[src/hw/rtl/cht_pkg.sv]
// Shared types, constants and codes for the chained hash table.
`timescale 1ns / 1ps
package cht_pkg;

    localparam int NUM_BUCKETS  = 64;
    localparam int POOL_ENTRIES = 256;
    localparam int KEY_W        = 32;
    localparam int VAL_W        = 32;
    localparam int CFG_W        = 7;
    localparam int BKT_W        = $clog2(NUM_BUCKETS);
    localparam int IDX_W        = $clog2(POOL_ENTRIES);
    localparam int NODE_W       = $clog2(POOL_ENTRIES + 1);
    localparam logic [NODE_W-1:0] NODE_NIL = NODE_W'(POOL_ENTRIES);
    localparam logic [CFG_W-1:0]  BUCKETS_RESET = CFG_W'(NUM_BUCKETS);

    // Remainder unit: one hex digit of the key per step.
    localparam int DIGIT_W    = 4;
    localparam int HASH_STEPS = KEY_W / DIGIT_W;
    localparam int STEP_W     = $clog2(HASH_STEPS);
    localparam int MULT_W     = CFG_W + DIGIT_W;

    typedef enum logic [1:0] {
        CMD_ADD    = 2'd0,
        CMD_GET    = 2'd1,
        CMD_REMOVE = 2'd2
    } cmd_t;

    typedef enum logic [1:0] {
        STS_OK        = 2'd0,
        STS_NOT_FOUND = 2'd1,
        STS_FULL      = 2'd2
    } status_t;

    typedef enum logic [3:0] {
        S_IDLE,
        S_HASH,
        S_ALLOC_RD,
        S_ALLOC_WAIT,
        S_NEW_WR,
        S_HEAD_RD,
        S_HEAD_WAIT,
        S_WALK_RD,
        S_WALK_WAIT,
        S_UNLINK,
        S_FREE,
        S_DONE
    } state_t;

    typedef struct packed {
        logic [KEY_W-1:0]  key;
        logic [VAL_W-1:0]  payload;
        logic [NODE_W-1:0] link;
    } node_t;

    typedef struct packed {
        logic             we;
        logic [IDX_W-1:0] waddr;
        node_t            wdata;
        logic [IDX_W-1:0] raddr;
    } node_req_t;

    typedef struct packed {
        logic              we;
        logic [BKT_W-1:0]  waddr;
        logic [NODE_W-1:0] wdata;
        logic [BKT_W-1:0]  raddr;
    } head_req_t;

endpackage

[src/hw/rtl/cht_hash.sv]
// Bucket index unit: key modulo the bucket count, one hex digit per cycle.
`timescale 1ns / 1ps
module cht_hash (
    input  logic                      clk,
    input  logic                      rst_n,
    input  logic                      start,
    input  logic [cht_pkg::KEY_W-1:0] key,
    input  logic [cht_pkg::CFG_W-1:0] bucket_count,
    output logic                      done,
    output logic [cht_pkg::BKT_W-1:0] bucket
);
    import cht_pkg::*;

    logic                busy_reg, busy_next;
    logic                done_reg, done_next;
    logic [STEP_W-1:0]   step_reg, step_next;
    logic [KEY_W-1:0]    shift_reg, shift_next;
    logic [BKT_W-1:0]    rem_reg, rem_next;
    logic [CFG_W-1:0]    divisor;
    logic [MULT_W-1:0]   partial;
    logic [MULT_W-1:0]   sub;

    // A zero count acts as one; a count above the table size saturates.
    always_comb
    begin
        if (bucket_count == '0)
            divisor = CFG_W'(1);
        else if (bucket_count > BUCKETS_RESET)
            divisor = BUCKETS_RESET;
        else
            divisor = bucket_count;
    end

    // One radix-16 remainder step: pick the largest multiple that fits.
    always_comb
    begin
        partial = MULT_W'({rem_reg, shift_reg[KEY_W-1 -: DIGIT_W]});
        sub     = '0;
        for (int q = 1; q < (1 << DIGIT_W); q++)
        begin
            if (partial >= MULT_W'(divisor) * MULT_W'(q))
                sub = MULT_W'(divisor) * MULT_W'(q);
        end
        rem_next = BKT_W'(partial - sub);
    end

    // Step sequencing.
    always_comb
    begin
        busy_next  = busy_reg;
        done_next  = 1'b0;
        step_next  = step_reg;
        shift_next = shift_reg;
        if (start)
        begin
            busy_next  = 1'b1;
            step_next  = '0;
            shift_next = key;
        end
        else if (busy_reg)
        begin
            shift_next = shift_reg << DIGIT_W;
            step_next  = step_reg + STEP_W'(1);
            if (step_reg == STEP_W'(HASH_STEPS - 1))
            begin
                busy_next = 1'b0;
                done_next = 1'b1;
            end
        end
    end

    always_ff @(posedge clk or negedge rst_n)
    begin
        if (!rst_n)
        begin
            busy_reg <= 1'b0;
            done_reg <= 1'b0;
            step_reg <= '0;
        end
        else
        begin
            busy_reg <= busy_next;
            done_reg <= done_next;
            step_reg <= step_next;
        end
    end

    // Datapath registers.
    always_ff @(posedge clk)
    begin
        shift_reg <= shift_next;
        if (start)
            rem_reg <= '0;
        else if (busy_reg)
            rem_reg <= rem_next;
    end

    assign done   = done_reg;
    assign bucket = rem_reg;

    // The finished remainder always lies below the divisor.
    a_rem_range: assert property (@(posedge clk) disable iff (!rst_n)
        done_reg |-> (CFG_W'(rem_reg) < divisor))
        else $error("bucket index not below bucket count");

endmodule

[config.mk]
export PLATFORM = sky130hd
export DESIGN_NAME = cht_hash
export DESIGN_NICKNAME = d
export VERILOG_FILES = /design/src/hw/rtl/cht_pkg.sv /design/src/hw/rtl/cht_hash.sv
export SDC_FILE = /design/constraint.sdc
export NUM_CORES = 1
export LEC_CHECK = 0
export BUFFER_PORTS_ARGS = -buffer_cell sky130_fd_sc_hd__buf_2
export CORE_MARGIN = 2
export CORE_UTILIZATION = 59
export CTS_CLUSTER_DIAMETER = 60
export CTS_CLUSTER_SIZE = 20
export DETAILED_ROUTE_END_ITERATION = 6
export MAX_ROUTING_LAYER = met4
export PLACE_DENSITY_LB_ADDON = 0.08
export SLEW_MARGIN = 20
export SYNTH_ARGS = -nofsm -noshare
export SYNTH_HDL_FRONTEND = slang
export SYNTH_SLANG_ARGS = --single-unit
[constraint.sdc]
create_clock -name clk -period 13.3 [get_ports clk]
set_input_delay 2.66 -clock clk [delete_from_list [all_inputs] [get_ports clk]]
set_output_delay 2.66 -clock clk [all_outputs]
set_load 0.03 [all_outputs]
**Word-level counts from Yosys, hierarchy flattened**

Index checks and enable logic that the tools add are counted.

- Bits in registers: 43
- Input bits: 42
- Logic and storage cells: 64

- Add/sub/neg operators: 2
- $mul: 11
- Magnitude comparators: 16
- Equal/unequal tests: 1
- Muxes and demuxes: 27
- Reductions and logical operators: 2

Operators by type and width:

| operator | number |
|---|---|
| 2-to-1 mux 6 bit | 15 |
| >= comparator 10 x 11 -> 1 bit | 7 |
| 2-to-1 mux 32 bit | 2 |
| multiplier 7 x 4 -> 11 bit (second input constant) | 4 |
| >= comparator 10 bit | 4 |
| multiplier 7 x 3 -> 10 bit (second input constant) | 4 |
| multiplier 7 x 2 -> 9 bit (second input constant) | 3 |
| >= comparator 10 x 9 -> 1 bit | 2 |
| 2-to-1 mux 7 bit | 2 |
| >= comparator 10 x 7 -> 1 bit | 1 |
| >= comparator 10 x 8 -> 1 bit | 1 |
| > comparator 7 bit (second input constant) | 1 |
| zero test 7 bit | 1 |
| 2-to-1 mux 1 bit | 6 |
| 2-to-1 mux 3 bit | 2 |
| subtractor 6 bit | 1 |
| adder 3 x 1 -> 3 bit (second input constant) | 1 |
| == test 3 bit (second input constant) | 1 |
| nonzero test 2 bit | 1 |

**Logic depth before layout (Yosys ltp)**

- Depth in word-level cells: 20
- Depth in mapped cells: 34

**Worst setup path before layout**

No wires, ideal clock.

- Path kind: input port to flip-flop
- Start: in bucket_count[3] (netlist name)
- End: reg rem_reg[5], in the netlist bucket[5]
- Library setup time: 0.127 ns
- Arrival time: 9.271 ns
- Required time: 13.173 ns
- Setup slack: 3.901 ns
- Stages: 30
- Path buffers: 1
- Path through: or4_2 nor2_1 o21a_1 inv_1 fa_1 fa_1 inv_1 fa_1 a21oi_1 nor2_1 o21a_1 or2_2 ha_1 o21a_1 o21ai_0 a21oi_1 o21a_1 o21ai_0 clkbuf_1 a31oi_1 nor3_1 ha_1 a21o_1 a21o_1 a21o_1 a21oi_1 xor2_1 nand2_1 o221ai_1 a211oi_2

- Longest elaborated chain between the ends: 20

Ends and longest elaborated chain:

| element | line | text |
|---|---|---|
| from (decl) | cht_hash.sv:8 | `input logic [cht_pkg::CFG_W-1:0] bucket_count,` |
| > comparator 7 bit | cht_hash.sv:28 | `else if (bucket_count > BUCKETS_RESET)` |
| 2-to-1 mux 7 bit | cht_hash.sv:28 |  |
| 2-to-1 mux 7 bit (*) | cht_hash.sv:26 | `if (bucket_count == '0)` |
| parallel branches: the longest is 15 deep, another holds >= comparator 10 x 9 -> 1 bit | - |  |
| 2-to-1 mux 6 bit (*) | cht_hash.sv:41 | `if (partial >= MULT_W'(divisor) * MULT_W'(q))` |
| subtractor 6 bit (*) | cht_hash.sv:44 | `rem_next = BKT_W'(partial - sub);` |
| to (signal assigned) | cht_hash.sv:95 | `rem_reg <= rem_next;` |
| to (decl) | cht_hash.sv:18 | `logic [BKT_W-1:0] rem_reg, rem_next;` |

Every way passes the cells marked *.
A chain may end at the register's enable or synchronous reset.

**Worst setup path after layout**

- Start: in bucket_count[6] (netlist name)
- End: reg rem_reg[5], in the netlist bucket[5]

Same word-level chain as after synthesis.

==> metrics.yaml <==
clock_network:
  cts_made_buffers: 5
  clk_pin_slew_worst_paths_ns: 0.06
  cts_buffer_depth: 2
  cts_hold_buf: 0
  htreeDepth: 2
  cts_resized: 0
  postCtsSetupBuffers: 0
  cts-root-buf: "clkbuf_16"
  cts_sinks: 43
  clock_latency_ns: 0.29
  cts_tree: "built"
run_status:
  outcome: "complete, no violations"
global_routing:
  grt_overflow_total: 0
  grt_pass1_vias: 6555
  antenna_found_initial: 0
  grt_pass1_wl_um: 34100
  grt_max_degree: 42
  globalRouteTotalUtil: 0.334
floorplan:
  die_y_um: 117
  rows: 41
  die_w_um: 117
  dieArea_um2: 13700
  io_pins: 49
  start_util: 0.602
  core_um2: 12600
sta:
  slew_viol_final: 0
  rsz0062_at_grt: "false"
  tns_ns: 0
  worst_pin_slew_ns: 1.11
  max_freq_mhz: 96.5
  skew_ns: 0.00965
  layout_min_cycle_time_ns: 10.37
  fin_crit_sh: 0.779
  setup_violations: 0
  hold_viol_final: 0
  slew_headroom: 0.262
power:
  p_comb_frac: 0.759
  power_frac_seq: 0.144
  power_w: 0.00145
  clkPwrFrac: 0.097
  p_int_w: 0.000716
  p_sw_w: 0.000739
  switching_share: 0.508
  power_density_nw_per_um2: 179
  peakVddDrop_v: 0.000137
  p_leak_nw: 4.03
cells_and_area:
  fillers: 1081
  layout_common_cells: "ha_1 (164), inv_1 (78), a21oi_1 (60), nor2_1 (54), nand2_1 (52)"
  layout_commonest_cell: "ha_1"
  layout-drive-gt1-share: 0.140
  largest_register_ffs: 32
  syn_to_final_growth_pct: 7.76
  nNetsFinal: 1117
  diodes: 0
synth:
  netlist_instances: 838
  synth_seq_area_share: 0.160
  syn_area_um2: 7560
  syn-mean-instance-area_um2: 9.02
  ys_ff_latch: 43
  ys_async_sr_fraction: 0.116
  synth_edf_count: 32
  synthFlopType: "edfxtp_1"
  ys.warnings.count: 0
  synth.distinct_cells: 86
  synth_fp_nets: 1071
worst_setup_path:
  cp-end-kind: "flip-flop"
  cp.required_ns: 13.46
  worstSetupPathType: "in2reg"
  slowest_delay_ns: 0.72
  worst-path-buf-inv: 4
  crit_slowest_cell: "fa_1"
  cp-startpoint: "bucket_count[6]"
  crit_top_cell: "a21oi_1"
  crit_path_start_kind: "input port"
  arrival_ns: 10.53
  r2r_slack_ns: 8.04
  cp_max_fo: 20
  r2r-start: "shift_reg[29]"
  crit_family: "adder cells"
drt:
  drc: 0
  drt_wl_total_um: 21800
  viasPerCell: 6.25
  drtAntennaViolNets: 0
  vias: 6606
  routedWlPerCell_um: 20.6
  drt_iter0_drc: 544
  drt_pass1_iterations: 5
placement:
  dp_hpwl_um: 17300
  port-buffer-count: 48
  gp_congestion: 1.02
job:
  drv_cap: 0
worst_hold_path:
  hp-start: "step_reg[2]"
  hold_class: "reg2reg"
## cell type report
class                      instances  area, µm²  share of cell area
clock inverter                     3       47.5             0.00584
inverter                          79        297              0.0364
sequential                        43       1210               0.148
clock buffer                       5        125              0.0154
multi-input combinational        697       5940               0.729
tap                              172        215              0.0264
timing repair buffer              58        315              0.0387
## worst reg2reg max path, stage by stage (launching register included)
cell	delay, ns
edfxtp_1	0.56
ha_1	0.40
nand2_1	0.07
o21ai_0	0.70
a41oi_1	0.31
o21bai_2	0.20
o2111ai_2	0.26
and2_1	0.32
a211oi_1	0.27
o21ai_0	0.16
a21oi_1	0.16
nor3_1	0.10
ha_1	0.29
a21o_1	0.17
a21o_1	0.19
a21o_1	0.17
a21oi_1	0.17
xor2_1	0.28
nand2_1	0.09
o221ai_1	0.22
a211oi_2	0.05
## power groups by stage
stage / clock network (W) / logic (W) / registers [W]
2_1_floorplan: 0 / 0.000796 / 0.000216
3_3_place_gp: 0 / 0.00105 / 0.000211
3_5_place_dp: 0 / 0.00108 / 0.000212
4_1_cts: 0.000143 / 0.00108 / 0.000209
5_1_grt: 0.000148 / 0.00122 / 0.000213
6_report: 0.000141 / 0.00110 / 0.000210
## cell usage after synthesis (12+ instances only)
| master | n | area [µm²] |
|---|---|---|
| a21oi_1 | 60 | 300 |
| mux2_2 | 30 | 338 |
| xnor2_1 | 19 | 166 |
| xor2_1 | 15 | 131 |
| nand3_1 | 17 | 85.1 |
| ha_1 | 164 | 2050 |
| o21a_1 | 18 | 135 |
| a21o_1 | 19 | 143 |
| o21ai_0 | 41 | 205 |
| nor3_1 | 12 | 60.1 |
| fa_1 | 27 | 541 |
| a31oi_1 | 18 | 113 |
| o21bai_1 | 12 | 90.1 |
| nor2_1 | 54 | 203 |
| nand2_1 | 52 | 195 |
| edfxtp_1 | 32 | 961 |
| inv_1 | 78 | 293 |
## path summary, 6_finish.rpt
path                            cells past startpoint     endpoint
worst max register to register                     20    bucket[5]
worst min-delay path                                2  step_reg[2]
worst max-delay path                               31    bucket[5]
worst min register to register                      2  step_reg[2]
max in group asynchronous                           1  step_reg[1]
min in group asynchronous                           1         done
## stage by stage
stage / setup WS [ns] / hold WS [ns] / util / instance area [µm²] / cells
6_report: 2.93 / 0.532 / 0.648 / 8150 / 1057
5_1_grt: 2.39 / 0.555 / 0.648 / 8150 / 1057
4_1_cts: 3.03 / 0.542 / 0.648 / 8150 / 1057
3_5_place_dp: 2.76 / 0.524 / 0.635 / 7980 / 1049
3_3_place_gp: 3.09 / 0.509 / 0.635 / 7980 / 1049
2_1_floorplan: 3.90 / 0.491 / - / 7560 / 838
## kinds of logic (layout without fill, tap and decap cells)
kind of cell	after synthesis	after routing	synth area share
AOI/OAI and AO/OA	240	240	0.218
adders and majority gates	192	192	0.344
and+or+nand+nor	190	190	0.125
buffers and inverters	98	145	0.0546
DFF	43	43	0.160
muxes	40	40	0.0579
xor gates and xnor gates	34	34	0.0394
other	1	1	0.000496
## layer usage
metal	wire [µm]	track usage	vias up
met5	0	-	-
met4	695	0.109	0
met3	1400	0.0541	42
met2	10100	0.546	212
met1	9560	0.424	3157
li1	-	-	3195
Power figures use the tool's default switching activity.
