[src/hw/rtl/cht_ram.sv]
// Generic single-port-write, single-port-read synchronous RAM.
`timescale 1ns / 1ps
module cht_ram #(
    parameter int WIDTH = 8,
    parameter int DEPTH = 16
) (
    input  logic                     clk,
    input  logic                     we,
    input  logic [$clog2(DEPTH)-1:0] waddr,
    input  logic [WIDTH-1:0]         wdata,
    input  logic [$clog2(DEPTH)-1:0] raddr,
    output logic [WIDTH-1:0]         rdata
);

    logic [WIDTH-1:0] mem [DEPTH];

    // Write port.
    always_ff @(posedge clk)
    begin
        if (we)
        begin
            mem[waddr] <= wdata;
        end
    end

    // Registered read port.
    always_ff @(posedge clk)
    begin
        rdata <= mem[raddr];
    end

endmodule

[config.mk]
export PLATFORM = sky130hd
export DESIGN_NAME = cht_ram
export DESIGN_NICKNAME = d
export VERILOG_FILES = /design/src/hw/rtl/cht_ram.sv
export SDC_FILE = /design/constraint.sdc
export NUM_CORES = 1
export LEC_CHECK = 0
export BUFFER_PORTS_ARGS = -buffer_cell sky130_fd_sc_hd__buf_2
export CAP_MARGIN = 10
export CORE_UTILIZATION = 35
export DETAILED_ROUTE_END_ITERATION = 10
export GPL_ROUTABILITY_DRIVEN = 0
export GPL_TIMING_DRIVEN = 0
export PLACE_DENSITY = 0.51
export SKIP_CTS_REPAIR_TIMING = 1
export SLEW_MARGIN = 15
export SYNTH_ARGS = -nofsm -noshare
export SYNTH_HDL_FRONTEND = slang
export SYNTH_SLANG_ARGS = --single-unit
[constraint.sdc]
create_clock -name clk -period 1.55 [get_ports clk]
set_input_delay 0.155 -clock clk [delete_from_list [all_inputs] [get_ports clk]]
set_output_delay 0.155 -clock clk [all_outputs]
set_load 0.02 [all_outputs]
# Word-level counts from Yosys, hierarchy flattened
# Memory sizes are Yosys's and may differ from the RTL's. A register that Yosys moved wholly into a read port is not among the register bits.
# Cells that the tools add are included.
# Widths: inputs -> output; s select.
totals:
  regBits: 0
  ramBits: 128
  in_bits: 18
  out_inout_bits: 8
  n_memories: 1
mem_list:
  columns: ["memory", "words", "width", "read_ports", "rd_clocked_by_memory_dff", "write_ports", "line", "rtl"]
  rows:
  - ["mem", 16, 8, 1, 1, 1, "15", "logic [WIDTH-1:0] mem [DEPTH];"]
classes:
  mux: 2
op_table:
  columns: ["op", "count"]
  rows:
  - ["$mux 1", 2]

# Logic depth before layout (Yosys ltp)
# Gate-level depths: netlist of run 1.
logic_depth:
  word_depth: 2
  depth_mapped: 5

# Least setup slack after synthesis of run 1
# OpenSTA, ideal clock, no wires.
synth_timing:
  path_type: "input to register"
  start: "input port waddr[2]"
  end: "memory mem[0][0] (enable)"
  setup_time_ns: 0.383
  arrival_ns: 1.265
  required_time_ns: 1.167
  path_slack_ns: -0.098
  stages: 2
  path_buffers: 0
  path_cell_list: "or3b_2 > nor3_1"
synth_rtl:
  columns: ["item", "line", "rtl"]
  rows:
  - ["from (decl)", "9", "input logic [$clog2(DEPTH)-1:0] waddr,"]
  - ["to (decl)", "15", null]
# Straight into the memory's write port.

==> summary.md, run 1 <==
The count of endpoints failing hold in the final timing report is 0. At the pin with the least slew margin, the transition time is 0.891 ns. Traced cell by cell, the critical path runs through mux4_1, a22oi_1, nand2_1. Once placement finished, the instance area stood at 5510 sq um. Yosys printed 0 warnings. The run gives 0 as the initial antenna violation count. For the post-synthesis instance total, the log shows 229.

The maximum frequency from static timing analysis was 667 MHz; the number of storage elements in the synthesis netlist was 136. The worst hold path terminates at mem[1][0]. A synthesized cell averages 22.5 sq um.

The H-tree generated during clock tree synthesis spans 4 levels. The distinct cell type count of the synthesized netlist is 19, and the design area is 6080 sq um. Number of I/O pins: 26. The most frequent standard cell in the layout excluding fill and tap cells was sky130_fd_sc_hd__edfxtp_1. Cell at the root of the clock tree: sky130_fd_sc_hd__clkbuf_16. The number of nets handed over by synthesis was 247. The die is 123 microns tall. Buffers placed on the I/O ports in this run total 24. The logs give 2,352 for the total vias in the final route and 136 for the clock sink total. The kind of critical path is register to register.

The cell family contributing the most delay on the critical path is multiplexers. In this run the critical register-to-register path is launched from mem[1][1]. Clock-pin slew was measured on the worst setup and hold paths at 0.05 ns. The ratio of routed vias to standard cells is 5.07, and the power per cell area is 1390 nW/um^2. For the overall routing resource usage, the log shows 15.9%. Counting cells, the worst reg-to-reg path comes to 3. The logs give 17 for the pin count of the biggest net entering global routing and 17 for the CTS buffer count. The wire-length estimate of the detail-placed layout is 6.78 mm. Beginning of the worst hold path: wdata[0]. The first-pass GRT wire length was 15.8 mm.

0 antenna diodes ended up in the layout. IR analysis of the VDD net gives a maximum drop of 0.000750 V. In this run the standard cell core region covers 14,100 sq um. The area growth from synthesis to layout is 18.1%. Worst min-delay path category: input port to register.

The max-slew violation count was 0; the final critical path time including I/O delays and setup was 1.50 ns. The filler cells instantiated in the layout total 1,220. The share of synthesized area occupied by flip-flops and latches is 77.8%.

For the via count of the first global-routing pass, the log shows 2,540. The ratio of final minimum period to clock period was 96.7%. At the worst endpoint, the arrival time is 1.78 ns. The global-route congestion overflow total was 0. The worst register-to-register path has a setup slack of 0.05 ns.

In this run the tightest slew margin relative to its limit is 40.4%. The biggest area consumer among synthesized cells was sky130_fd_sc_hd__edfxtp_1. The run finished with clean final reports. Setup repair after global routing left no endpoint under its margin. For this design the static power due to leakage is 2.02 nW. Counting both buffers and inverters, the worst setup path holds a total of 0. TritonCTS built the clock tree. The tools report the data required time at the worst endpoint as 1.83 ns. The worst setup path is captured at a register.

Ranked by total cell area, the synthesized netlist is headed by sky130_fd_sc_hd__edfxtp_1 (75%), sky130_fd_sc_hd__mux4_2 (7.9%), sky130_fd_sc_hd__mux4_1 (7.1%). The endpoint identified for the worst register-to-register timing path is rdata[1]. The tools report the count of endpoints failing setup in the final report as 0. Maximum fanout encountered on the critical timing path: 1.

The library cells used most frequently in the layout, excluding fill and tap cells, are sky130_fd_sc_hd__edfxtp_1 (128), sky130_fd_sc_hd__buf_2 (27), sky130_fd_sc_hd__mux4_2 (18). For this run, the number of standard cells in the final layout without fillers is 464. The number of design rule violations left after detail routing is 0, and the die width is 123 microns.

The largest single stage delay on the critical path is 0.56 ns. The wire length per cell after detailed routing was 22.9 microns; the remaining antenna violation count after routing was 0. Once placement completed, the tool counted placed cells totaling 433. For the number of iterations in the first detailed-routing pass, the log shows 4.

The die covers 15,200 sq um. STA classifies the critical path startpoint as a register. Row generation in the floorplan step produced 43 rows.

The tools report the violation count after the first detailed-routing iteration as 214. After the last flow step, the layout net total stands at 290. The initial utilization of the core area, before any placement, comes to 36.5%. The logs give 2 for the number of buffers on the longest clock path and 0 for the max capacitance violation total.

For this block, the routed nets add up to 10.6 mm of wire. The tools report the clock latency on the worst-skew pair as 0.41 ns. On the final layout, the worst clock skew is 0.0129 ns. Of the cells placed in the final design, the portion with a size suffix greater than 1 is 28.5%. The number of cells on the worst hold path was 1. The share of synthesized area in the top cell type comes to 74.7%. Among all stages on the critical path, the largest delay is contributed by sky130_fd_sc_hd__mux4_1. For the post-synth design cell area, the log shows 5150 sq um.
-- worst max-delay path by stage --
stage	startpoint	endpoint	slack, ns	cells past startpoint
floorplan	waddr[2]	mem[3][0]	0.13	2
global placement	waddr[3]	mem[4][7]	-0.48	3
detailed placement	waddr[2]	mem[2][1]	-0.39	3
CTS	waddr[2]	mem[3][4]	0.02	3
global route	mem[1][1]	rdata[1]	0.01	3
finish	mem[1][1]	rdata[1]	0.05	3
-- state kept, by name, indices dropped and copies added, names as in the netlist --
name   cells
rdata      8
mem      128
-- per-layer routing --
metal  global-route usage (%)  up-vias  wire [microns]
met1                     21.3     1236            4850
met3                     4.61        5             556
met5                        0        -               0
li1                         -     1060               -
met4                     4.29        0              73
met2                     25.3       51            5140
-- cell usage after synthesis, drive strengths merged --
library cell and count:
nor3 4, nand2 9, dfxtp 8, or3b 1, nand3b 2, buf 7, a22oi 16, nor2 13
nand2b 2, and2b 1, nor2b 1, mux4 32, edfxtp 128, and2 1, clkdlybuf4s25 3, nand3 1
-- worst reg2reg max path, cell delays in order, from the launching register on --
cell                       delay (ns)
sky130_fd_sc_hd__edfxtp_1        0.35
sky130_fd_sc_hd__mux4_1          0.56
sky130_fd_sc_hd__a22oi_1         0.37
sky130_fd_sc_hd__nand2_1         0.10
-- per-stage QoR --
stage	power [mW]	hold WS [ns]	utilization [%]	setup slack, ns	setup TNS [ns]
final	8.43	0.157	43.1	0.0511	0
after global routing	8.70	0.161	43.1	0.0123	0
after CTS	8.51	0.157	43.1	0.0235	0
after detailed placement	4.65	0.572	39.1	-0.391	-15.35
after global placement	4.63	0.573	39.0	-0.476	-23.69
after floorplan	4.44	0.254	-	0.129	0
-- power breakdown --
part	internal, mW	switching (mW)
combinational	0.164	0.262
clock	2.49	1.38
sequential	4.11	0.0213
-- cell type report --
type | instances | area [sq um] | area share (%)
sequential | 136 | 4000 | 65.8
multi-input combinational | 83 | 1080 | 17.7
clock buffer | 20 | 437 | 7.18
tap | 180 | 225 | 3.70
clock inverter | 11 | 131 | 2.16
timing repair buffer | 24 | 120 | 1.98
buffer | 10 | 86.3 | 1.42
-- cells by family (layout without fill, tap and decap cells) --
kind of cell / count (synthesis) / in the layout / share of synthesized area (%)
buffers and inverters: 10 / 65 / 1.68
AND/OR/NAND/NOR: 35 / 35 / 3.18
AO/OA/AOI/OAI: 16 / 16 / 2.33
multiplexers: 32 / 32 / 15.0
flip-flops: 136 / 136 / 77.8
(Power assumes the default switching activity.)
==> inputs of run 2 (changes only) <==
--- a/config.mk
+++ b/config.mk
@@ -7,11 +7,12 @@
 export LEC_CHECK = 0
 export BUFFER_PORTS_ARGS = -buffer_cell sky130_fd_sc_hd__buf_2
 export CAP_MARGIN = 10
-export CORE_UTILIZATION = 35
+export CORE_UTILIZATION = 54
 export DETAILED_ROUTE_END_ITERATION = 10
 export GPL_ROUTABILITY_DRIVEN = 0
 export GPL_TIMING_DRIVEN = 0
-export PLACE_DENSITY = 0.51
+export PLACE_DENSITY = 0.73
+export REMOVE_ABC_BUFFERS = 1
 export SKIP_CTS_REPAIR_TIMING = 1
 export SLEW_MARGIN = 15
 export SYNTH_ARGS = -nofsm -noshare
==> run 2 against run 1 <==
Utilization up 22 points. Fmax grew 5.6%. Register-to-register slack better by 0.08 ns. Design area decreased by 1.7%. Largest power group unchanged.
==> summary.md, run 2 (synthesis results as in run 1) <==
The flow ran to the end, and the final reports show no timing, DRC or antenna violations. The logs give 2 (unchanged) for the number of buffers on the longest clock path and 586 (-52%) for the number of fill cells in the layout. The endpoint of the worst hold-timing path is mem[7][2]. The maximum VDD drop is 0.000842 V (+12%), and the synthesis-to-layout area growth is 16.1%.

Source of the worst register-to-register timing path: mem[1][1]. The library cell used most frequently in the layout, excluding fill and tap cells, is sky130_fd_sc_hd__edfxtp_1. The tools report the max capacitance violation total as 0 (unchanged). The number of iterations in the first detailed-routing pass is 4 (unchanged). Core outline area: 9240 sq um (-34%). The first-pass GRT wire length was 13.9 mm (-12%). The power per cell area is 1420 nW/um^2 (+2.3%), and the final net count is 283 (-2.4%). The actual slew at the worst max-slew pin came out at 0.978 ns (+0.0874 ns).

The site row count is 35 (-19%), and the area occupied by multi-input gates is 1080 sq um (unchanged). The final critical path time including I/O delays and setup came out at 1.42 ns (-0.0800 ns). For the global-route congestion overflow total, the log shows 0 (unchanged).

The tightest min-delay check is of the input port to register type. The sequential cell area came out at 4000 sq um (unchanged). STA classifies the critical path startpoint as a register. The clock latency on the worst-skew pair is 0.52 ns (+0.11 ns), and the via count of the first global-routing pass is 2,368 (-6.8%). The total vias in the final route is 2,366 (+0.60%), and the max-slew violation count is 0 (unchanged). The tools report the maximum frequency from static timing analysis as 705 MHz (+5.6%). In the final layout, the registers with the most flip-flops are mem (128), rdata (8). The run gives 0 (unchanged) as the initial antenna violation count.

The ratio of final minimum period to clock period is 91.5% (-5.2 points), and the number of I/O pins is 26 (unchanged). The tools report the cell at the root of the clock tree as sky130_fd_sc_hd__clkbuf_8. The tools report the count of endpoints failing hold in the final timing report as 0 (unchanged). The number of cells on the worst hold path was 1 (unchanged); the arrival time of the worst setup path was 1.80 ns (+0.02 ns).

The wire length per cell after detailed routing works out to 22.6 microns (-1.4%). For the design area, the log shows 5980 sq um (-1.7%). Type of element capturing the critical path: a register. The die span in y came out at 99.6 microns (-19%).

The endpoint identified for the worst register-to-register timing path is rdata[1]. Tightest slew margin relative to the limit: 34.6% (-5.8 points). For the pin count of the biggest net entering global routing, the log shows 33 (+16). Maximum fanout encountered on the critical timing path: 1 (unchanged). The number of design rule violations left after detail routing came out at 0 (unchanged).

The run gives 0 ns (unchanged) as the sum of negative setup slack. Kind of critical path: register to register. The path depth of the worst reg2reg path was 3 (unchanged); the number of buffers inserted by port buffering was 25 (+4.2%). The number of flip-flops in the largest register was 128 (unchanged); the CTS H-tree depth was 4 (unchanged).

Leaving out fill and tap cells, the most frequent cells in the layout are sky130_fd_sc_hd__edfxtp_1 (128), sky130_fd_sc_hd__buf_2 (24), sky130_fd_sc_hd__mux4_2 (18). Initial standard-cell utilization of the core: 55.7% (+19 points). TritonCTS built the clock tree.

The aggregate routed wire length is 9.18 mm (-13%). The cell area after placement is 5380 sq um (-2.4%). The CTS buffer count is 17 (unchanged), and the fraction of final layout cells with drive strength greater than 1 is 29.5% (+0.98 points).

Overall routing resource usage: 20.6% (+4.8 points). For the data required time at the worst endpoint, the log shows 1.93 ns (+0.10 ns). The die width is 99.6 microns (-19%), and the ratio of routed vias to standard cells is 5.81 (+15%). For the clock sink total, the log shows 136 (unchanged).

The tools report the violation count after the first detailed-routing iteration as 189 (-12%). The worst hold path begins at wdata[2]. The leakage dissipation was 1.99 nW (-1.1%). Count of endpoints failing setup in the final report: 0 (unchanged).

Register with the most flip-flops: mem. The logs give 0 (unchanged) for the remaining antenna violation count after routing and 5.40 mm (-20%) for the detailed-placement wirelength estimate. The register-to-register setup slack is 0.13 ns (+0.08 ns).

The clock transition time at the flip-flop clock pins of the worst setup and hold paths came out at 0.06 ns (about the same). Setup repair after global routing left no endpoint under its margin. Setup clock skew after layout: 0.00749 ns (-0.00544 ns). The total die area is 9930 sq um (-35%), and the number of inserted diodes is 0 (unchanged).
## run 2: per-stage QoR
step           hold slack, ns  utilization (%)  power (mW)  std cells  setup slack [ns]
2_1_floorplan           0.254                -        4.40        219           -0.0979
3_3_place_gp            0.538             57.9        4.57        373            -0.886
3_5_place_dp            0.549             58.3        4.59        375            -0.678
4_1_cts               0.00841             64.6        8.50        407            -0.139
5_1_grt               0.00622             64.7        8.68        407            0.0610
6_report               0.0168             64.7        8.48        407             0.131
## run 2: how the worst max path moves through the flow
stage | startpoint | end | slack (ns)
6_report | mem[1][1] | rdata[1] | 0.13
5_1_grt | mem[1][1] | rdata[1] | 0.06
4_1_cts | raddr[0] | rdata[1] | -0.14
3_5_place_dp | raddr[0] | rdata[1] | -0.68
3_3_place_gp | waddr[2] | mem[0][4] | -0.89
2_1_floorplan | waddr[2] | mem[0][0] | -0.1
## run 2: routing by layer
layer / GRT usage [%] / share of wire [%] / up-vias
li1: - / - / 1044
met1: 28.5 / 43 / 1206
met2: 30.8 / 49 / 99
met3: 5.83 / 5.8 / 17
met4: 10.1 / 2.4 / 0
met5: 0 / 0 / -
## run 2: final cells by class
type,instances,share of cell area [%]
repair buffers,27,2.39
clock inverters,15,2.95
clock buffers,17,6.93
flip-flops and latches,136,67.0
well taps,129,2.70
multi-input cells,83,18.0
## run 2: worst max-delay path, cell delays in order (launching register included)
cell	delay (ns)
sky130_fd_sc_hd__edfxtp_1	0.35
sky130_fd_sc_hd__mux4_1	0.51
sky130_fd_sc_hd__a22oi_1	0.27
sky130_fd_sc_hd__nand2_1	0.14
## run 2: report_power, final
group	internal [mW]	switching (mW)
registers	4.11	0.0188
logic	0.148	0.234
clock network	2.45	1.51
total	6.71	1.76
