File: config.mk
export PLATFORM = sky130hd
export DESIGN_NAME = cht_ctrl_flat
export DESIGN_NICKNAME = d
export VERILOG_FILES = /design/src/hw/rtl/cht_pkg.sv /design/src/hw/rtl/cht_if.sv /design/src/hw/rtl/cht_ctrl.sv /design/src/flat_wrapper.sv
export SDC_FILE = /design/constraint.sdc
export NUM_CORES = 1
export LEC_CHECK = 0
export BUFFER_PORTS_ARGS = -buffer_cell sky130_fd_sc_hd__buf_2
export CORE_MARGIN = 4
export CORE_UTILIZATION = 35
export CTS_BUF_LIST = sky130_fd_sc_hd__clkbuf_16
export DETAILED_ROUTE_END_ITERATION = 10
export PLACE_DENSITY_LB_ADDON = 0.1
export SLEW_MARGIN = 20
export SYNTH_ARGS = -nofsm -noshare
export SYNTH_HDL_FRONTEND = slang
export SYNTH_SLANG_ARGS = --single-unit
File: constraint.sdc
create_clock -name clk -period 8.7 [get_ports clk]
set_clock_uncertainty 0.2 [all_clocks]
set_input_delay 1.305 -clock clk [delete_from_list [all_inputs] [get_ports clk]]
set_output_delay 1.305 -clock clk [all_outputs]
set_load 0.05 [all_outputs]
File: src/hw/rtl/cht_pkg.sv
// Shared types, constants and codes for the chained hash table.
`timescale 1ns / 1ps
package cht_pkg;

    localparam int NUM_BUCKETS  = 64;
    localparam int POOL_ENTRIES = 256;
    localparam int KEY_W        = 32;
    localparam int VAL_W        = 32;
    localparam int CFG_W        = 7;
    localparam int BKT_W        = $clog2(NUM_BUCKETS);
    localparam int IDX_W        = $clog2(POOL_ENTRIES);
    localparam int NODE_W       = $clog2(POOL_ENTRIES + 1);
    localparam logic [NODE_W-1:0] NODE_NIL = NODE_W'(POOL_ENTRIES);
    localparam logic [CFG_W-1:0]  BUCKETS_RESET = CFG_W'(NUM_BUCKETS);

    // Remainder unit: one hex digit of the key per step.
    localparam int DIGIT_W    = 4;
    localparam int HASH_STEPS = KEY_W / DIGIT_W;
    localparam int STEP_W     = $clog2(HASH_STEPS);
    localparam int MULT_W     = CFG_W + DIGIT_W;

    typedef enum logic [1:0] {
        CMD_ADD    = 2'd0,
        CMD_GET    = 2'd1,
        CMD_REMOVE = 2'd2
    } cmd_t;

    typedef enum logic [1:0] {
        STS_OK        = 2'd0,
        STS_NOT_FOUND = 2'd1,
        STS_FULL      = 2'd2
    } status_t;

    typedef enum logic [3:0] {
        S_IDLE,
        S_HASH,
        S_ALLOC_RD,
        S_ALLOC_WAIT,
        S_NEW_WR,
        S_HEAD_RD,
        S_HEAD_WAIT,
        S_WALK_RD,
        S_WALK_WAIT,
        S_UNLINK,
        S_FREE,
        S_DONE
    } state_t;

    typedef struct packed {
        logic [KEY_W-1:0]  key;
        logic [VAL_W-1:0]  payload;
        logic [NODE_W-1:0] link;
    } node_t;

    typedef struct packed {
        logic             we;
        logic [IDX_W-1:0] waddr;
        node_t            wdata;
        logic [IDX_W-1:0] raddr;
    } node_req_t;

    typedef struct packed {
        logic              we;
        logic [BKT_W-1:0]  waddr;
        logic [NODE_W-1:0] wdata;
        logic [BKT_W-1:0]  raddr;
    } head_req_t;

endpackage

File: src/hw/rtl/cht_if.sv
// Channel interfaces: command, response and configuration write.
`timescale 1ns / 1ps
interface cht_cmd_if;
    logic                     valid;
    logic                     ready;
    logic [1:0]               command;
    logic [cht_pkg::KEY_W-1:0] key;
    logic [cht_pkg::VAL_W-1:0] value;

    modport source (output valid, command, key, value, input ready);
    modport sink   (input valid, command, key, value, output ready);
endinterface

interface cht_rsp_if;
    logic                     valid;
    logic                     ready;
    logic [1:0]               status;
    logic [cht_pkg::VAL_W-1:0] found_value;

    modport source (output valid, status, found_value, input ready);
    modport sink   (input valid, status, found_value, output ready);
endinterface


File: src/hw/rtl/cht_ctrl.sv
// Command sequencer: allocation, chain walk, unlink and response register.
`timescale 1ns / 1ps
module cht_ctrl (
    input  logic                       clk,
    input  logic                       rst_n,
    cht_cmd_if.sink                    cmd,
    cht_rsp_if.source                  rsp,
    output logic                       hash_start,
    input  logic                       hash_done,
    input  logic [cht_pkg::BKT_W-1:0]  hash_bucket,
    output cht_pkg::node_req_t         node_req,
    input  cht_pkg::node_t             node_rdata,
    output cht_pkg::head_req_t         head_req,
    input  logic [cht_pkg::NODE_W-1:0] head_rdata
);
    import cht_pkg::*;

    state_t            state_reg, state_next;
    cmd_t              op_reg, op_next;
    logic [KEY_W-1:0]  key_reg, key_next;
    logic [VAL_W-1:0]  value_reg, value_next;
    logic [BKT_W-1:0]  bkt_reg, bkt_next;
    logic [NODE_W-1:0] new_reg, new_next;
    logic [NODE_W-1:0] cur_reg, cur_next;
    logic [NODE_W-1:0] prev_reg, prev_next;
    node_t             cur_word_reg, cur_word_next;
    node_t             prev_word_reg, prev_word_next;
    logic [NODE_W-1:0] free_head_reg, free_head_next;
    logic [NODE_W-1:0] fresh_reg, fresh_next;
    logic [NUM_BUCKETS-1:0] head_valid_reg, head_valid_next;
    status_t           sts_reg, sts_next;
    logic [VAL_W-1:0]  found_reg, found_next;
    logic              out_valid_reg, out_valid_next;
    status_t           out_sts_reg;
    logic [VAL_W-1:0]  out_value_reg;
    logic              in_fire;
    logic              known_cmd;
    logic              out_load;
    logic [NODE_W-1:0] head_node;
    logic              key_match;

    assign in_fire   = cmd.valid && cmd.ready;
    assign known_cmd = (cmd.command == CMD_ADD) || (cmd.command == CMD_GET)
                       || (cmd.command == CMD_REMOVE);
    assign out_load  = (state_reg == S_DONE) && (!out_valid_reg || rsp.ready);
    assign head_node = head_valid_reg[bkt_reg] ? head_rdata : NODE_NIL;
    assign key_match = (node_rdata.key == key_reg);

    // Next state.
    always_comb
    begin
        state_next = state_reg;
        case (state_reg)
            S_IDLE:
            begin
                if (cmd.valid)
                    state_next = known_cmd ? S_HASH : S_DONE;
            end
            S_HASH:
            begin
                if (hash_done)
                    state_next = (op_reg == CMD_ADD) ? S_ALLOC_RD : S_HEAD_RD;
            end
            S_ALLOC_RD:
            begin
                if (free_head_reg != NODE_NIL)
                    state_next = S_ALLOC_WAIT;
                else if (fresh_reg != NODE_NIL)
                    state_next = S_NEW_WR;
                else
                    state_next = S_DONE;
            end
            S_ALLOC_WAIT: state_next = S_NEW_WR;
            S_NEW_WR:     state_next = S_HEAD_RD;
            S_HEAD_RD:    state_next = S_HEAD_WAIT;
            S_HEAD_WAIT:
            begin
                state_next = (head_node == NODE_NIL) ? S_DONE : S_WALK_RD;
            end
            S_WALK_RD:    state_next = S_WALK_WAIT;
            S_WALK_WAIT:
            begin
                if (op_reg == CMD_ADD)
                    state_next = (node_rdata.link == NODE_NIL) ? S_DONE : S_WALK_RD;
                else if (key_match)
                    state_next = (op_reg == CMD_REMOVE) ? S_UNLINK : S_DONE;
                else
                    state_next = (node_rdata.link == NODE_NIL) ? S_DONE : S_WALK_RD;
            end
            S_UNLINK:     state_next = S_FREE;
            S_FREE:       state_next = S_DONE;
            S_DONE:
            begin
                if (out_load)
                    state_next = S_IDLE;
            end
            default:      state_next = S_IDLE;
        endcase
    end

    // Outputs, memory requests and datapath updates.
    always_comb
    begin
        op_next         = op_reg;
        key_next        = key_reg;
        value_next      = value_reg;
        bkt_next        = bkt_reg;
        new_next        = new_reg;
        cur_next        = cur_reg;
        prev_next       = prev_reg;
        cur_word_next   = cur_word_reg;
        prev_word_next  = prev_word_reg;
        free_head_next  = free_head_reg;
        fresh_next      = fresh_reg;
        head_valid_next = head_valid_reg;
        sts_next        = sts_reg;
        found_next      = found_reg;
        hash_start      = 1'b0;
        cmd.ready       = (state_reg == S_IDLE);
        node_req        = '0;
        head_req        = '0;
        node_req.raddr  = cur_reg[IDX_W-1:0];
        head_req.raddr  = bkt_reg;
        case (state_reg)
            S_IDLE:
            begin
                if (in_fire)
                begin
                    op_next    = cmd_t'(cmd.command);
                    key_next   = cmd.key;
                    value_next = cmd.value;
                    sts_next   = STS_NOT_FOUND;
                    found_next = '0;
                    hash_start = known_cmd;
                end
            end
            S_HASH:
            begin
                if (hash_done)
                    bkt_next = hash_bucket;
            end
            S_ALLOC_RD:
            begin
                node_req.raddr = free_head_reg[IDX_W-1:0];
                if (free_head_reg == NODE_NIL)
                begin
                    if (fresh_reg != NODE_NIL)
                    begin
                        new_next   = fresh_reg;
                        fresh_next = fresh_reg + NODE_W'(1);
                    end
                    else
                    begin
                        sts_next = STS_FULL;
                    end
                end
            end
            S_ALLOC_WAIT:
            begin
                new_next       = free_head_reg;
                free_head_next = node_rdata.link;
            end
            S_NEW_WR:
            begin
                node_req.we            = 1'b1;
                node_req.waddr         = new_reg[IDX_W-1:0];
                node_req.wdata.key     = key_reg;
                node_req.wdata.payload = value_reg;
                node_req.wdata.link    = NODE_NIL;
            end
            S_HEAD_WAIT:
            begin
                cur_next  = head_node;
                prev_next = NODE_NIL;
                if (head_node == NODE_NIL && op_reg == CMD_ADD)
                begin
                    head_req.we              = 1'b1;
                    head_req.waddr           = bkt_reg;
                    head_req.wdata           = new_reg;
                    head_valid_next[bkt_reg] = 1'b1;
                    sts_next                 = STS_OK;
                end
            end
            S_WALK_WAIT:
            begin
                cur_word_next = node_rdata;
                if (op_reg == CMD_ADD)
                begin
                    // Append the new node behind the current tail.
                    if (node_rdata.link == NODE_NIL)
                    begin
                        node_req.we         = 1'b1;
                        node_req.waddr      = cur_reg[IDX_W-1:0];
                        node_req.wdata      = node_rdata;
                        node_req.wdata.link = new_reg;
                        sts_next            = STS_OK;
                    end
                    else
                    begin
                        cur_next = node_rdata.link;
                    end
                end
                else if (key_match)
                begin
                    if (op_reg == CMD_GET)
                    begin
                        sts_next   = STS_OK;
                        found_next = node_rdata.payload;
                    end
                end
                else
                begin
                    prev_next      = cur_reg;
                    prev_word_next = node_rdata;
                    cur_next       = node_rdata.link;
                end
            end
            S_UNLINK:
            begin
                // Bypass the matching node from its predecessor or the head.
                if (prev_reg != NODE_NIL)
                begin
                    node_req.we         = 1'b1;
                    node_req.waddr      = prev_reg[IDX_W-1:0];
                    node_req.wdata      = prev_word_reg;
                    node_req.wdata.link = cur_word_reg.link;
                end
                else
                begin
                    head_req.we    = 1'b1;
                    head_req.waddr = bkt_reg;
                    head_req.wdata = cur_word_reg.link;
                end
            end
            S_FREE:
            begin
                // Push the released node onto the free list.
                node_req.we         = 1'b1;
                node_req.waddr      = cur_reg[IDX_W-1:0];
                node_req.wdata      = cur_word_reg;
                node_req.wdata.link = free_head_reg;
                free_head_next      = cur_reg;
                sts_next            = STS_OK;
            end
            default:
            begin
            end
        endcase
    end

    // Response register; a new command may be taken while it is occupied.
    always_comb
    begin
        out_valid_next = out_valid_reg;
        if (out_load)
            out_valid_next = 1'b1;
        else if (rsp.ready)
            out_valid_next = 1'b0;
    end

    assign rsp.valid       = out_valid_reg;
    assign rsp.status      = out_sts_reg;
    assign rsp.found_value = out_value_reg;

    // Control registers.
    always_ff @(posedge clk or negedge rst_n)
    begin
        if (!rst_n)
        begin
            state_reg      <= S_IDLE;
            free_head_reg  <= NODE_NIL;
            fresh_reg      <= '0;
            head_valid_reg <= '0;
            out_valid_reg  <= 1'b0;
        end
        else
        begin
            state_reg      <= state_next;
            free_head_reg  <= free_head_next;
            fresh_reg      <= fresh_next;
            head_valid_reg <= head_valid_next;
            out_valid_reg  <= out_valid_next;
        end
    end

    // Payload registers.
    always_ff @(posedge clk)
    begin
        op_reg        <= op_next;
        key_reg       <= key_next;
        value_reg     <= value_next;
        bkt_reg       <= bkt_next;
        new_reg       <= new_next;
        cur_reg       <= cur_next;
        prev_reg      <= prev_next;
        cur_word_reg  <= cur_word_next;
        prev_word_reg <= prev_word_next;
        sts_reg       <= sts_next;
        found_reg     <= found_next;
        if (out_load)
        begin
            out_sts_reg   <= sts_reg;
            out_value_reg <= found_reg;
        end
    end

    // The free list only holds nodes that were once allocated.
    a_free_alloc: assert property (@(posedge clk) disable iff (!rst_n)
        (free_head_reg == NODE_NIL) || (free_head_reg < fresh_reg))
        else $error("free list points at a never-allocated node");

    // The fresh counter never passes the pool size.
    a_fresh_bound: assert property (@(posedge clk) disable iff (!rst_n)
        fresh_reg <= NODE_NIL)
        else $error("fresh node counter overflow");

    // One command at a time: no second accept right after a transaction.
    a_one_cmd: assert property (@(posedge clk) disable iff (!rst_n)
        in_fire |=> !cmd.ready)
        else $error("command accepted while busy");

endmodule

File: src/flat_wrapper.sv
// flat-port wrapper written by rule: the top's interface ports become plain ports
module cht_ctrl_flat import cht_pkg::*;
  (clk, rst_n, hash_start, hash_done, hash_bucket, node_req, node_rdata, head_req, head_rdata, cmd_valid, cmd_command, cmd_key, cmd_value, cmd_ready, rsp_valid, rsp_status, rsp_found_value, rsp_ready);
  cht_cmd_if cmd_i ();
  cht_rsp_if rsp_i ();
  input  logic clk;
  input  logic rst_n;
  output logic hash_start;
  input  logic hash_done;
  input  logic [cht_pkg::BKT_W-1:0] hash_bucket;
  output cht_pkg::node_req_t node_req;
  input  cht_pkg::node_t node_rdata;
  output cht_pkg::head_req_t head_req;
  input  logic [cht_pkg::NODE_W-1:0] head_rdata;
  input wire logic [$bits(cmd_i.valid)-1:0] cmd_valid;
  input wire logic [$bits(cmd_i.command)-1:0] cmd_command;
  input wire logic [$bits(cmd_i.key)-1:0] cmd_key;
  input wire logic [$bits(cmd_i.value)-1:0] cmd_value;
  output wire logic [$bits(cmd_i.ready)-1:0] cmd_ready;
  output wire logic [$bits(rsp_i.valid)-1:0] rsp_valid;
  output wire logic [$bits(rsp_i.status)-1:0] rsp_status;
  output wire logic [$bits(rsp_i.found_value)-1:0] rsp_found_value;
  input wire logic [$bits(rsp_i.ready)-1:0] rsp_ready;
  assign cmd_i.valid = cmd_valid;
  assign cmd_i.command = cmd_command;
  assign cmd_i.key = cmd_key;
  assign cmd_i.value = cmd_value;
  assign cmd_ready = cmd_i.ready;
  assign rsp_valid = rsp_i.valid;
  assign rsp_status = rsp_i.status;
  assign rsp_found_value = rsp_i.found_value;
  assign rsp_i.ready = rsp_ready;
  cht_ctrl u_core (.clk(clk), .rst_n(rst_n), .cmd(cmd_i), .rsp(rsp_i), .hash_start(hash_start), .hash_done(hash_done), .hash_bucket(hash_bucket), .node_req(node_req), .node_rdata(node_rdata), .head_req(head_req), .head_rdata(head_rdata));
endmodule
* Word level (Yosys, flattened, before mapping)
Cells that the tools add are included.
Operators by class: mux-type cells 55, add/subtract/negate cells 1, equal/unequal tests 39, bitwise gates (word level) 3, order comparisons 2, reductions and logical operators 28
Operators with widths (count):
- case mux 82 bit (4 select lines) | 1
- 2-to-1 mux 82 bit | 3
- 2-to-1 mux 32 bit | 4
- 2-to-1 mux 9 bit | 8
- case mux 9 bit (2 select lines) | 4
- bitwise OR 64 bit | 1
- case mux 32 bit (2 select lines) | 1
- case mux 4 bit (12 select lines) | 1
- 2-to-1 mux 4 bit | 10
- equality test 32 bit | 1
- 2-to-1 mux 16 bit | 2
- case mux 16 bit (2 select lines) | 1
- equality test 9 bit (second input constant) | 3
- inequality test 9 bit (second input constant) | 3
- 2-to-1 mux 2 bit | 9
- AND reduction 3 bit | 6
- equality test 4 x 3 -> 1 bit (second input constant) | 4
- equality test 4 bit (second input constant) | 4
- inequality test 2 x 1 -> 1 bit (second input constant) | 6
- inequality test 2 bit (second input constant) | 6
- case mux 2 bit (5 select lines) | 1
- nonzero test 2 bit | 5
- adder 9 x 1 -> 9 bit (second input constant) | 1
- inequality test 3 bit (second input constant) | 3
- 22 further kinds | 40
Word-level totals: output and inout port bits 149, input port bits 159, logic and storage cells 149, register bits after elaboration 391

* Longest topological paths before layout
Gate-level depths: netlist (run 1).
depth in word-level cells 7, mapped depth 11, gate-level depth less buffers 9

* Worst setup path before layout (run 1)
No wires, ideal clock.
path type input to register, start point input node_rdata[71] (netlist bit), end point register u_core.prev_reg[0], enable pin, data required time 8.176 ns, slack 1.386 ns, arrival time 6.791 ns, setup time 0.324 ns, stages 6, path through xor2_1 > nor4_1 > nand4_1 > nor2_1 > nor3_1 > or2_2
Between the ends: longest elaborated chain between the ends 3
Ends and longest elaborated chain:
- from (decl) | RTL line flat_wrapper.sv:12 | input cht_pkg::node_t node_rdata;
- equality test 32 bit | RTL line cht_ctrl.sv:47 | assign key_match = (node_rdata.key == key_reg);
- inequality test 2 bit (no source line)
- AND reduction 3 bit (no source line)
- to (signal assigned) | RTL line cht_ctrl.sv:295 | prev_reg <= prev_next;
- to (decl) | RTL line cht_ctrl.sv:25 | logic [NODE_W-1:0] prev_reg, prev_next;
No other way between the ends. A chain may end at the register's enable or synchronous reset.

==> run_results.csv, run 1 <==
group,metric,value,unit
worst_hold_path,hold_class,"flop to flop",
grt,use_met3,0.03395,
place,dpl_cell_area,18380,um^2
yosys,ys_seq_area_frac,0.6981,
power_and_ir_drop,p_switching,2.085,mW
yosys,synth_cell_types,60,
final_layout,final-seq-area,11310,um^2
worst_setup_path,worstPathArrival,3.99,ns
routing,vias,11350,
power_and_ir_drop,power,5.879,mW
place,port_buffers,307,
grt,grt_max_degree,76,
grt,grt_pass1_wl,73110,um
clocking,cts_made_buffers,44,
power_and_ir_drop,combinationalPowerShare,0.260,
floorplan,boundaryPins,308,
routing,wire_per_inst,23.60,um
yosys,syn_area,16200,um^2
floorplan,rows,78,
final_layout,drive_gt1_frac,0.2784,
clocking,root_buffer,"clkbuf_16",
status,status,"completed",
routing,vias_per_cell,5.404,
place,dpl.hpwl,33180,um
clocking,cts_max_path_buffers,3,
worst_setup_path,critPathKind,"flop to output pin",
clocking,clk_pin_slew,0.06,ns
yosys,ys.warnings.count,0,
grt,overflow,0,
yosys,synth_area_leader_cell,"edfxtp_1",
floorplan,initial_utilization,0.3554,
yosys,synth_enable_flop_cells,304,
worst_setup_path,slowest_delay,0.64,ns
power_and_ir_drop,p_sw_frac,0.3546,
worst_setup_path,crit_buf_inv,4,
final_layout,postLayoutCellArea,19830,um^2
worst_setup_path,startpoint_type,"flop",
worst_setup_path,path_cells,"inv_1, nor2_1, nand2_1, inv_4, buf_4, nand2_1, o21ai_0, buf_2",
routing,firstDrtPassIters,7,
power_and_ir_drop,ir_drop,0.1894,mV
clocking,cts_tree,"done",
grt,grt_use_met2,0.3083,
final_layout,mostFrequentLayoutCells,"buf_2, edfxtp_1, nand2_1",
final_layout,fill_cells,4247,
final_layout,multi_input_area,4462,um^2
routing,dr.first_iter.drc_count,1380,
worst_setup_path,critPathTopFamily,"buffers and inverters",
power_and_ir_drop,power.leakage,8.448,nW
clocking,hold_buffers,0,
final_layout,post-route-util,0.4351,
routing,drc,0,
final_layout,layout_commonest_cell,"buf_2",
routing,drt_wl_total,49580,um
grt,top_usage_layer,"met2",
timing,tightest_slew,1.104,ns
yosys,synth.area.top_cells,"edfxtp_1, dfrtp_1, a222oi_1, nand2_1, xor2_1",
worst_setup_path,cp.required,7.19,ns
timing,setup_violations,0,
timing,slew_headroom,0.2639,
final_layout,largest_register_ffs,73,
timing,rsz0062_at_grt,"no",
worst_setup_path,cpMaxStageDelayCell,"inv_4",
worst_setup_path,cp_common_cell,"nand2_1",
floorplan,dieArea,49780,um^2
floorplan,dieWidth,223.1,um
yosys,syn_avg_cell_area,13.97,um^2
timing,finalHoldViolCount,0,
timing,whs,0.2189,ns
place,place_congestion,0.9007,
power_and_ir_drop,clkPwrFrac,0.313,
clocking,h-tree-depth,2,
timing,period_minus_slack,5.491,ns
clocking,clk_latency,0.56,ns
grt,antenna_found_initial,4,
worst_setup_path,critPathCaptureType,"output pin",
power_and_ir_drop,seqPwrFrac,0.427,
yosys,synth_cells,1159,
floorplan,die_h,223.1,um
grt,grt_pass1_vias,11350,
routing,antenna_left,0,
floorplan,core_area,45580,um^2
final_layout,syn_to_final_growth,22.43,%
yosys,yosysTopAreaCellShare,0.5636,
grt,track_usage,0.1916,
yosys,ys.flop_type,"edfxtp_1",
clocking,cts_sinks,391,
job,maxCapViolCount,0,
worst_setup_path,crit_path_max_fanout,58,
power_and_ir_drop,p_int,3.794,mW
timing,fmax,0.1821,GHz
timing,drv_slew,0,
timing,tns,0,ns
grt,grt_util_met1,0.2655,
timing,timing.final.crit_share,0.6311,
yosys,synthesis.nets,1320,
final_layout,fin_nets,1626,
yosys,ys_async_sr_fraction,0.2225,
power_and_ir_drop,p_per_area,296.5,nW/um^2
clocking,ctsResizeCount,0,
clocking,cts_setup_buffers,0,
yosys,synth_seq_cells,391,
## final cells by class
class / instances / share of cell area
diodes: 3 / 0.0003786
clock buffers: 44 / 0.05553
clock inverters: 35 / 0.01609
inverters: 57 / 0.01098
multi-input cells: 649 / 0.2250
flip-flops and latches: 391 / 0.5702
well taps: 600 / 0.03786
repair buffers: 322 / 0.08392
## cells by family (layout without fill, tap and decap cells)
kind of cell,after synthesis,after routing,share of synthesized area
xor+xnor,40,40,0.02163
flops,391,391,0.6981
other cells,0,3,0
buf+inv,119,458,0.02943
compound gates,250,250,0.1231
fa+ha+maj,2,2,0.001545
simple gates,323,323,0.1008
mux,34,34,0.02534
## metal layers
| layer | routed length [um] | vias to the layer above |
|---|---|---|
| met5 | 13 | - |
| li1 | - | 5073 |
| met2 | 23800 | 478 |
| met4 | 1243 | 2 |
| met3 | 3241 | 70 |
| met1 | 21280 | 5730 |
## cell usage after synthesis, types with 2 or more instances
cell	number
edfxtp_1	304
nand2_1	180
dfrtp_1	86
a222oi_1	80
inv_1	55
o21ai_0	45
clkbuf_1	44
nor2_1	33
xor2_1	33
a21o_1	32
o21bai_1	32
mux2i_1	23
a22o_1	17
a22oi_1	17
and2_1	17
nand3_1	12
nor4_1	12
nand4_1	11
nor3_1	11
buf_1	10
nor2b_1	10
a21oi_1	9
nand2b_1	7
xnor2_1	7
mux2_2	6
mux4_2	5
and3_1	4
nand4b_1	4
nand4b_4	4
nor4b_4	4
and4_1	3
buf_4	3
a211oi_1	2
a311oi_1	2
buf_2	2
buf_6	2
ha_1	2
nor4b_1	2
o21a_1	2
o221ai_1	2
o22ai_1	2
or2_2	2
or3_1	2
## power groups by stage
stage	Sequential [mW]	Clock (mW)	Combinational, mW
2_1_floorplan	2.49	0	1.07
3_3_place_gp	2.54	0	1.54
3_5_place_dp	2.54	0	1.55
4_1_cts	2.51	1.89	1.55
5_1_grt	2.53	1.97	1.64
6_report	2.51	1.84	1.53
## stage by stage
step | std cells | worst slack [ns]
after global placement | 2018 | 3.377
after floorplan | 1159 | 1.386
after CTS | 2097 | 3.171
final | 2101 | 3.209
after global routing | 2101 | 2.973
after detailed placement | 2018 | 3.284
## worst reg2reg max path, delay by kind of cell (launching register included)
kind | cells | cell delay [ns]
compound gates | 3 | 0.62
simple gates | 4 | 2.02
flops | 1 | 0.60
## path summary, 6_finish.rpt
check	start	endpoint	slack, ns	depth (start not counted)
worst min register to register	u_core.found_reg[10]$_SDFFCE_PN0P_	u_core.rsp.found_value[10]$_DFFE_PP_	0.22	0
min in group asynchronous	rst_n	u_core.state_reg[2]$_DFFE_PN0P_	0.42	1
worst min-delay path	u_core.found_reg[10]$_SDFFCE_PN0P_	u_core.rsp.found_value[10]$_DFFE_PP_	0.22	0
worst max-delay path	u_core.state_reg[3]$_DFFE_PN0P_	node_req[46]	3.21	8
worst max register to register	u_core.bkt_reg[1]$_DFFE_PP_	u_core.head_valid_reg[62]$_DFFE_PN0P_	5.19	7
max in group asynchronous	rst_n	u_core.head_valid_reg[42]$_DFFE_PN0P_	6.69	2
No activity file was read; power rests on OpenSTA's default activity.
==> inputs of run 2 (changes only) <==
==> constraint.sdc (replaced) <==
create_clock -name clk -period 5.1 [get_ports clk]
set_clock_uncertainty 0.2 [all_clocks]
set_input_delay 0.765 -clock clk [delete_from_list [all_inputs] [get_ports clk]]
set_output_delay 0.765 -clock clk [all_outputs]
set_load 0.05 [all_outputs]
==> run 2 against run 1 <==
  * Design area up 0.17%
  * Largest cell class unchanged
  * Power up 67%
  * Register-to-register slack worse by 4.0 ns
  * Die area unchanged
  * Routed wire length up 0.60%
  * Critical path depth up 1
  * Largest power group unchanged
  * Non-clock buffer count up 13
  * Global-route usage up 0.18 points
  * Critical endpoint is now head_req[14]
  * Via count down 0.17%
  * Count of clock-buffer cells in the layout up 1
  * Utilization up 0.074 points
==> run_results.csv, run 2 (synthesized netlist as in run 1, its figures left out) <==
group,metric,value,unit
final_layout,drive_gt1_frac,0.2867,
timing,period_minus_slack,4.634,ns
timing,rsz0062_at_grt,"no",
timing,tightest_slew,0.9996,ns
final_layout,syn_to_final_growth,22.63,%
final_layout,fill_cells,4255,
grt,grt_pass1_vias,11370,
timing,setup_violations,0,
timing,finalHoldViolCount,0,
power_and_ir_drop,combinationalPowerShare,0.272,
status,status,"completed",
worst_setup_path,crit_path_max_fanout,18,
clocking,clk_latency,0.57,ns
worst_setup_path,cpMaxStageDelayCell,"edfxtp_1",
timing,slew_headroom,0.3336,
routing,vias,11330,
place,dp_slack,0.9972,ns
routing,vias_per_cell,5.351,
floorplan,dieWidth,223.1,um
final_layout,postLayoutCellArea,19860,um^2
clocking,cts_sinks,391,
floorplan,dieArea,49780,um^2
worst_setup_path,startpoint_type,"flop",
clocking,cts_tree,"done",
final_layout,layout.cells.non_filler,2118,
clocking,cts_made_buffers,44,
place,place_congestion,0.8608,
worst_setup_path,critPathKind,"flop to output pin",
floorplan,initial_utilization,0.3554,
final_layout,fin_nets,1639,
grt,antenna_found_initial,6,
power_and_ir_drop,power.leakage,8.491,nW
floorplan,boundaryPins,308,
routing,drc,0,
floorplan,die_h,223.1,um
power_and_ir_drop,seqPwrFrac,0.433,
grt,track_usage,0.1934,
routing,wire_per_inst,23.55,um
timing,timing.final.crit_share,0.9086,
power_and_ir_drop,p_switching,3.579,mW
grt,grt_pass1_wl,73700,um
worst_setup_path,path_cells,"buf_4, mux2i_1, a22oi_1, nand4_1, and4_1, a21oi_4, nor2_2, a22o_1, buf_2",
clocking,root_buffer,"clkbuf_16",
power_and_ir_drop,clkPwrFrac,0.295,
timing,drv_slew,0,
timing,tns,0,ns
timing,fmax,0.2158,GHz
clocking,hold_buffers,0,
worst_setup_path,cp.required,4.14,ns
timing,whs,0.03594,ns
routing,antenna_left,0,
final_layout,post-route-util,0.4358,
routing,firstDrtPassIters,9,
power_and_ir_drop,p_per_area,494.0,nW/um^2
clocking,ctsResizeCount,0,
final_layout,largest_register_ffs,73,
final_layout,mostFrequentLayoutCells,"buf_2, edfxtp_1, nand2_1",
place,place_inst,2032,
power_and_ir_drop,power,9.813,mW
clocking,h-tree-depth,2,
worst_setup_path,worstPathArrival,3.67,ns
grt,grt_max_degree,75,
floorplan,rows,78,
final_layout,layout_commonest_cell,"buf_2",
power_and_ir_drop,ir_drop,0.2475,mV
worst_hold_path,hold_class,"primary input to async pin",
place,port_buffers,307,
power_and_ir_drop,p_int,6.234,mW
clocking,cts_max_path_buffers,3,
job,maxCapViolCount,0,
floorplan,core_area,45580,um^2
place,dpl_cell_area,18530,um^2
routing,drt_wl_total,49880,um
clocking,clk_pin_slew,0.06,ns
clocking,cts_setup_buffers,0,
timing,worst_slack,0.4663,ns
power_and_ir_drop,p_sw_frac,0.3647,
worst_setup_path,critPathCaptureType,"output pin",
place,dpl.hpwl,34090,um
worst_setup_path,slowest_delay,0.57,ns
routing,dr.first_iter.drc_count,1490,
grt,overflow,0,
-- run 2: layer usage --
metal | track usage | vias to the layer above | share of wire
li1 | - | 5098 | -
met1 | 0.2594 | 5690 | 0.42
met2 | 0.3183 | 469 | 0.49
met3 | 0.04013 | 71 | 0.070
met4 | 0.05926 | 6 | 0.022
met5 | 0 | - | 0.00064
-- run 2: layout make-up --
type,count,area [um^2],share of cell area
Multi-Input combinational cell,649,4464,0.2248
Tap cell,600,750.7,0.03780
Timing Repair Buffer,335,1787,0.08995
Clock inverter,37,201.4,0.01014
Antenna cell,4,10.01,0.0005039
Sequential cell,391,11310,0.5693
Inverter,57,216.5,0.01090
Clock buffer,45,1126,0.05669
-- run 2: worst max-delay path, delay by kind of cell, from the launching register on --
family / cells / cell delay, ns
AOI/OAI and AO/OA: 3 / 1.01
muxes: 1 / 0.14
DFF: 1 / 0.57
buffers and inverters: 2 / 0.67
and+or+nand+nor: 3 / 0.68
-- run 2: final timing paths --
check	start	end	slack, ns	depth (start not counted)
setup reg to reg	u_core.state_reg[3]$_DFFE_PN0P_	u_core.found_reg[30]$_SDFFCE_PN0P_	1.18	8
hold / removal	rst_n	u_core.free_head_reg[1]$_DFFE_PN0P_	0.04	1
setup / recovery	u_core.bkt_reg[0]$_DFFE_PP_	head_req[14]	0.47	9
hold reg to reg	u_core.found_reg[6]$_SDFFCE_PN0P_	u_core.rsp.found_value[6]$_DFFE_PP_	0.22	0
max in group asynchronous	rst_n	u_core.head_valid_reg[57]$_DFFE_PN0P_	3.65	2
min in group clk	cmd_key[3]	u_core.key_reg[3]$_DFFE_PP_	0.16	1
-- run 2: power by group through the flow --
stage | Sequential [mW] | Clock (mW) | Combinational, mW
2_1_floorplan | 4.24 | 0 | 1.83
3_3_place_gp | 4.30 | 0 | 2.69
3_5_place_dp | 4.31 | 0 | 2.68
4_1_cts | 4.24 | 2.98 | 2.69
5_1_grt | 4.29 | 3.12 | 2.84
6_report | 4.25 | 2.90 | 2.66
